<file path="src/rtl/wlsf_pkg.sv">
`timescale 1ns / 1ps
// ----------------------------------------------------------------------------
// wlsf_pkg
// Types and constants shared by the windowed least-squares line fit.
// ----------------------------------------------------------------------------
package wlsf_pkg;

    localparam int WIDE_W = 128;
    localparam int MAG_W  = 64;
    localparam int OPD_W  = 65;
    localparam int Q_W    = 34;
    localparam int SH_W   = 5;
    localparam int PT_W   = 20;

    localparam logic [Q_W-1:0]  DIV_CAP  = 34'h2_0000_0000;
    localparam logic [16:0]     R2_ONE   = 17'd65536;
    localparam logic [SH_W-1:0] SLOPE_SH = 5'd16;
    localparam logic [SH_W-1:0] ICPT_SH  = 5'd6;
    localparam logic [SH_W-1:0] R2_SH    = 5'd16;

    localparam logic [PT_W-1:0] WINDOW_LOW_RST  = 20'h80000;
    localparam logic [PT_W-1:0] WINDOW_HIGH_RST = 20'h7FFFF;

    typedef enum logic [0:0] {
        CFG_WINDOW_LOW  = 1'b0,
        CFG_WINDOW_HIGH = 1'b1
    } t_cfg_idx;

    typedef enum logic [1:0] {
        FIT_OK        = 2'd0,
        FIT_NO_POINTS = 2'd1,
        FIT_ZERO_VAR  = 2'd2
    } t_fit_status;

    typedef enum logic [3:0] {
        ST_ACC, ST_CHK, ST_MGO, ST_MWAIT, ST_ZCHK, ST_DGO, ST_DWAIT, ST_EMIT
    } t_state;

    // products, in the order the controller runs them
    typedef enum logic [3:0] {
        MOP_NSXX, MOP_SXSX, MOP_NSXY, MOP_SXSY, MOP_NSYY, MOP_SYSY,
        MOP_SYSXX, MOP_SXSXY, MOP_NUM2, MOP_DEN2
    } t_mop;

    typedef enum logic [1:0] {
        DOP_SLOPE, DOP_ICPT, DOP_R2
    } t_dop;

    typedef struct packed {
        logic        accept;
        logic        clear_res;
        logic        mul_start;
        logic        mul_latch;
        t_mop        mop;
        logic        div_start;
        logic        div_latch;
        t_dop        dop;
        logic        emit;
        t_fit_status status;
    } t_cmd;

    typedef struct packed {
        logic tally_zero;
        logic denx_zero;
        logic deny_zero;
        logic mul_done;
        logic div_done;
        logic out_free;
    } t_sts;

endpackage

</file>
<file path="src/rtl/wlsf_ctrl.sv">
`timescale 1ns / 1ps
// ----------------------------------------------------------------------------
// wlsf_ctrl
// Sequencer: takes points, then steps the closing fit through the shared
// multiplier and divider and hands the result to the output register.
// ----------------------------------------------------------------------------
module wlsf_ctrl (
    input  logic           i_clk,
    input  logic           i_rst_n,
    input  logic           i_s_tvalid,
    input  logic           i_s_tlast,
    output logic           o_s_tready,
    input  wlsf_pkg::t_sts i_sts,
    output wlsf_pkg::t_cmd o_cmd
);
    import wlsf_pkg::*;

    t_state      r_state, n_state;
    t_mop        r_mop, n_mop;
    t_dop        r_dop, n_dop;
    t_fit_status r_stat, n_stat;

    always_ff @(posedge i_clk) begin
        if (!i_rst_n) begin
            r_state <= ST_ACC;
            r_mop   <= MOP_NSXX;
            r_dop   <= DOP_SLOPE;
            r_stat  <= FIT_OK;
        end else begin
            r_state <= n_state;
            r_mop   <= n_mop;
            r_dop   <= n_dop;
            r_stat  <= n_stat;
        end
    end

    always_comb begin
        n_state    = r_state;
        n_mop      = r_mop;
        n_dop      = r_dop;
        n_stat     = r_stat;
        o_s_tready = 1'b0;
        o_cmd      = '0;
        o_cmd.mop    = r_mop;
        o_cmd.dop    = r_dop;
        o_cmd.status = r_stat;
        case (r_state)
            ST_ACC: begin
                o_s_tready   = 1'b1;
                o_cmd.accept = i_s_tvalid;
                if (i_s_tvalid && i_s_tlast) n_state = ST_CHK;
            end
            ST_CHK: begin
                o_cmd.clear_res = 1'b1;
                if (i_sts.tally_zero) begin
                    n_stat  = FIT_NO_POINTS;
                    n_state = ST_EMIT;
                end else begin
                    n_stat  = FIT_OK;
                    n_mop   = MOP_NSXX;
                    n_state = ST_MGO;
                end
            end
            ST_MGO: begin
                o_cmd.mul_start = 1'b1;
                n_state = ST_MWAIT;
            end
            ST_MWAIT: begin
                if (i_sts.mul_done) begin
                    o_cmd.mul_latch = 1'b1;
                    case (r_mop)
                        MOP_SXSX: n_state = ST_ZCHK;
                        MOP_SXSXY: begin
                            n_dop   = DOP_SLOPE;
                            n_state = ST_DGO;
                        end
                        MOP_DEN2: begin
                            n_dop   = DOP_R2;
                            n_state = ST_DGO;
                        end
                        default: begin
                            n_mop   = t_mop'(r_mop + 4'd1);
                            n_state = ST_MGO;
                        end
                    endcase
                end
            end
            ST_ZCHK: begin
                if (i_sts.denx_zero) begin
                    n_stat  = FIT_ZERO_VAR;
                    n_state = ST_EMIT;
                end else begin
                    n_mop   = MOP_NSXY;
                    n_state = ST_MGO;
                end
            end
            ST_DGO: begin
                o_cmd.div_start = 1'b1;
                n_state = ST_DWAIT;
            end
            ST_DWAIT: begin
                if (i_sts.div_done) begin
                    o_cmd.div_latch = 1'b1;
                    case (r_dop)
                        DOP_SLOPE: begin
                            n_dop   = DOP_ICPT;
                            n_state = ST_DGO;
                        end
                        DOP_ICPT: begin
                            // flat y leaves r squared at zero
                            if (i_sts.deny_zero) begin
                                n_state = ST_EMIT;
                            end else begin
                                n_mop   = MOP_NUM2;
                                n_state = ST_MGO;
                            end
                        end
                        default: n_state = ST_EMIT;
                    endcase
                end
            end
            ST_EMIT: begin
                if (i_sts.out_free) begin
                    o_cmd.emit = 1'b1;
                    n_state    = ST_ACC;
                end
            end
            default: n_state = ST_ACC;
        endcase
    end

endmodule

</file>
<file path="config.mk">
export PLATFORM = sky130hd
export DESIGN_NAME = wlsf_ctrl
export DESIGN_NICKNAME = d
export VERILOG_FILES = /design/src/rtl/wlsf_pkg.sv /design/src/rtl/wlsf_ctrl.sv
export SDC_FILE = /design/constraint.sdc
export NUM_CORES = 1
export LEC_CHECK = 0
export ABC_CLOCK_PERIOD_IN_PS = 1900
export BUFFER_PORTS_ARGS = -buffer_cell sky130_fd_sc_hd__buf_2
export CORE_MARGIN = 4
export CORE_UTILIZATION = 46
export DETAILED_ROUTE_END_ITERATION = 10
export PLACE_DENSITY = 0.76
export SYNTH_ARGS = -nofsm -noshare
export SYNTH_HDL_FRONTEND = slang
export SYNTH_SLANG_ARGS = --single-unit
export TNS_END_PERCENT = 30
</file>
<file path="constraint.sdc">
create_clock -name i_clk -period 1.9 [get_ports i_clk]
set_clock_uncertainty 0.1 [all_clocks]
set_input_delay 0.57 -clock i_clk [delete_from_list [all_inputs] [get_ports i_clk]]
set_output_delay 0.57 -clock i_clk [all_outputs]
set_load 0.01 [all_outputs]
</file>
==> key figures <==
Status
  • Status: finished clean

Place
  • GP Congestion: 0.936
  • DP HPWL: 2000 um
  • I/O Buffers: 25
  • DP Area: 1150 um2

Die
  • Die height: 52.9 um
  • Row count: 15
  • Starting Density: 0.509
  • Core area: 1820 um2
  • Die X: 52.9 um
  • Top Ports: 26
  • Full die area: 2800 um2

Drt
  • DR vias: 1085
  • Number of routed nets with antenna violations: 0
  • Drt wl/cell: 15.3 um
  • DR iter-0 viols: 41
  • DR pass1 iterations: 4
  • Via density: about 6
  • DRC violations left: 0
  • Overall routed net length: 2790 um

Timing
  • Worst-margin pin slew: between 300 and 400 ps
  • Fmax: between 500 and 600 MHz
  • Worst rel slew slack: 0.765
  • RSZ-0062 raised after global routing: true
  • Final count of hold timing violations: 0
  • Slew Limit Fails: 0
  • Final period util: 1.00
  • Final Setup Violations: 0
  • Tmin final: 1900 ps
  • WHS: 401 ps

Power and ir drop
  • Sw Ratio: 0.416
  • Switching power: about 0.56 mW
  • PD cells: approximately 1100 nW/um2
  • Peak supply drop: 538 uV
  • Reg power frac: 0.259
  • Static Leakage: 0.634 nW
  • Comb power frac: 0.612
  • Clock share of power: 0.129
  • Pint: 0.788 mW
  • Tot Pwr: 1.35 mW

Global routing
  • First-pass GRT wire length: 4520 um
  • GRT overflow: 0
  • Antenna violations before repair: 0
  • Gr usage total: 0.224
  • Largest net degree at the start of global routing: 13
  • Vias in the first global route: 1093

Worst hold path
  • Hold Crit Start: r_stat[1]$_SDFFE_PN0P_
  • Hold Path Class: reg -> reg
  • Worst Hold Depth: 2
  • Hold EP: r_stat[1]$_SDFFE_PN0P_

Setup path
  • Required time worst endpoint: 1230 ps
  • Crit path DAT: 1230 ps
  • R2R Path Start: r_state[0]$_SDFFE_PN0P_
  • Capturing point of the worst reg2reg path: r_mop[2]$_SDFFE_PN0P_
  • Worst Setup Start Kind: register
  • Depth of the worst register-to-register path: 6
  • Crit Path Class: reg -> out
  • CP max FO: 11
  • Setup slack, reg-to-reg: roughly 60 ps
  • Crit. End Element: output pin

Layout
  • Filler cells: 160
  • Number of diodes: 0
  • Net count, final: 171
  • Area delta synth->final: 37.5%
  • Finished Cell Area: 1270 um2
  • Most frequent cells in the layout: 24 x buf_2, 19 x buf_4, 9 x nand2_1
  • Finished Core Util: 0.700
  • Share of cells above drive strength 1: 0.420
  • Most common cell after layout, fill and taps aside: buf_2

Synthesis
  • Mapped Nets: ~130
  • Netlist cell types: 50
  • Synth warn: 0
  • Syn Inst Count: 113
  • Async set-reset flop share out of synthesis: 0
  • Number of synthesized register bits: 11
  • Mean Syn Cell Area: 8.20 um2
  • Synthesized area: 927 um2
  • Sequential share of the synthesized area: 0.238
  • Ys flop type: dfxtp_1
  • Post-synth EDFFs: 0

CTS
  • CTS Hold Bufs: 0
  • Root buf cell: clkbuf_4
  • CTS Buf Count: 3
  • Clock Path Buffers: 2
  • CTS tree: built
  • Clk sink count: 11
  • H-tree depth: 1
  • CTS clk-pin slew, worst paths: 80 ps
  • Worst skew pair latency: roughly 280 ps

Flow run
  • Maxcap violations: 0
==> worst max-delay path by stage <==
stage | from | to | cells past startpoint
finish | r_state[0]$_SDFFE_PN0P_ | o_cmd[11] | 5
global route | r_state[0]$_SDFFE_PN0P_ | o_cmd[11] | 5
CTS | r_state[2]$_SDFFE_PN0P_ | o_cmd[14] | 4
detailed placement | i_sts[3] | r_mop[0]$_SDFFE_PN0P_ | 5
global placement | i_sts[3] | r_state[0]$_SDFFE_PN0P_ | 5
floorplan | r_state[0]$_SDFFE_PN0P_ | r_mop[2]$_SDFFE_PN0P_ | 7
==> cell type report <==
cell class | instances | area (um2) | share of cell area
inverter | 6 | 22.5 | 0.0177
multi-input combinational | 89 | 656 | 0.514
clock buffer | 4 | 26.3 | 0.0206
timing repair buffer | 47 | 308 | 0.241
sequential | 11 | 231 | 0.182
tap | 25 | 31.3 | 0.0245
==> state kept, by name, indices dropped and copies added, names as in the netlist <==
name / flops
r_dop: 2
r_state: 3
r_stat: 2
r_mop: 4
==> timing repair <==
action / in CTS / in global routing
hold endpoints to repair: 0 / 0
pin swaps: 2 / 4
setup buffers: 7 / 0
resized for setup: 12 / 3
gates cloned: 0 / 0
setup endpoints to repair: 8 / 6
==> cells by family (layout without fill, tap and decap cells) <==
group                    Yosys count  after routing  synth area share
buffers and inverters             13             57            0.0702
multiplexers                       3              3            0.0324
AND/OR/NAND/NOR                   55             55             0.393
flip-flops                        11             11             0.238
adder cells (fa/ha/maj)            3              3            0.0405
AO/OA/AOI/OAI                     28             28             0.227
==> power by group through the flow <==
stage	Sequential (mW)	Clock [mW]	Combinational (mW)
2_1_floorplan	0.299	0	0.511
3_3_place_gp	0.333	0	0.687
3_5_place_dp	0.336	0	0.703
4_1_cts	0.337	0.177	0.811
5_1_grt	0.357	0.184	0.894
6_report	0.349	0.174	0.826
==> routing by layer <==
metal  vias to the layer above  global-route usage  part of all wire
met5                         -                   0                 0
met4                         0               0.128             0.030
met3                        11              0.0338             0.071
met2                        54               0.401              0.51
met1                       513               0.248              0.39
li1                        507                   -                 -
==> Yosys cell counts, types with 3 or more instances <==
cell type / n / area share
nor2_1: 6 / 0.024
nor2b_1: 3 / 0.020
mux2i_1: 3 / 0.032
o21ai_0: 7 / 0.038
nand3_1: 5 / 0.027
and3_1: 4 / 0.027
dfxtp_1: 11 / 0.24
and3b_1: 4 / 0.038
nor3_1: 3 / 0.016
ha_1: 3 / 0.040
nand2_1: 9 / 0.036
inv_1: 6 / 0.024
clkbuf_1: 3 / 0.012
==> worst max-delay path, cell delays in order (launching register included) <==
cell and delay, ps:
dfxtp_4 360, buf_6 140, and3b_2 200, nand2_2 80, inv_1 40, buf_2 130
==> per-stage QoR <==
| stage | worst slack [ps] | TNS (ps) | instances |
|---|---|---|---|
| floorplan | 104 | 0 | 113 |
| global placement | -28.5 | -127 | 171 |
| detailed placement | -71.2 | -314 | 171 |
| CTS | -5.05 | -6.82 | 182 |
| global route | -54.1 | -205 | 182 |
| finish | 0.595 | 0 | 182 |
(Power assumes the default switching activity.)
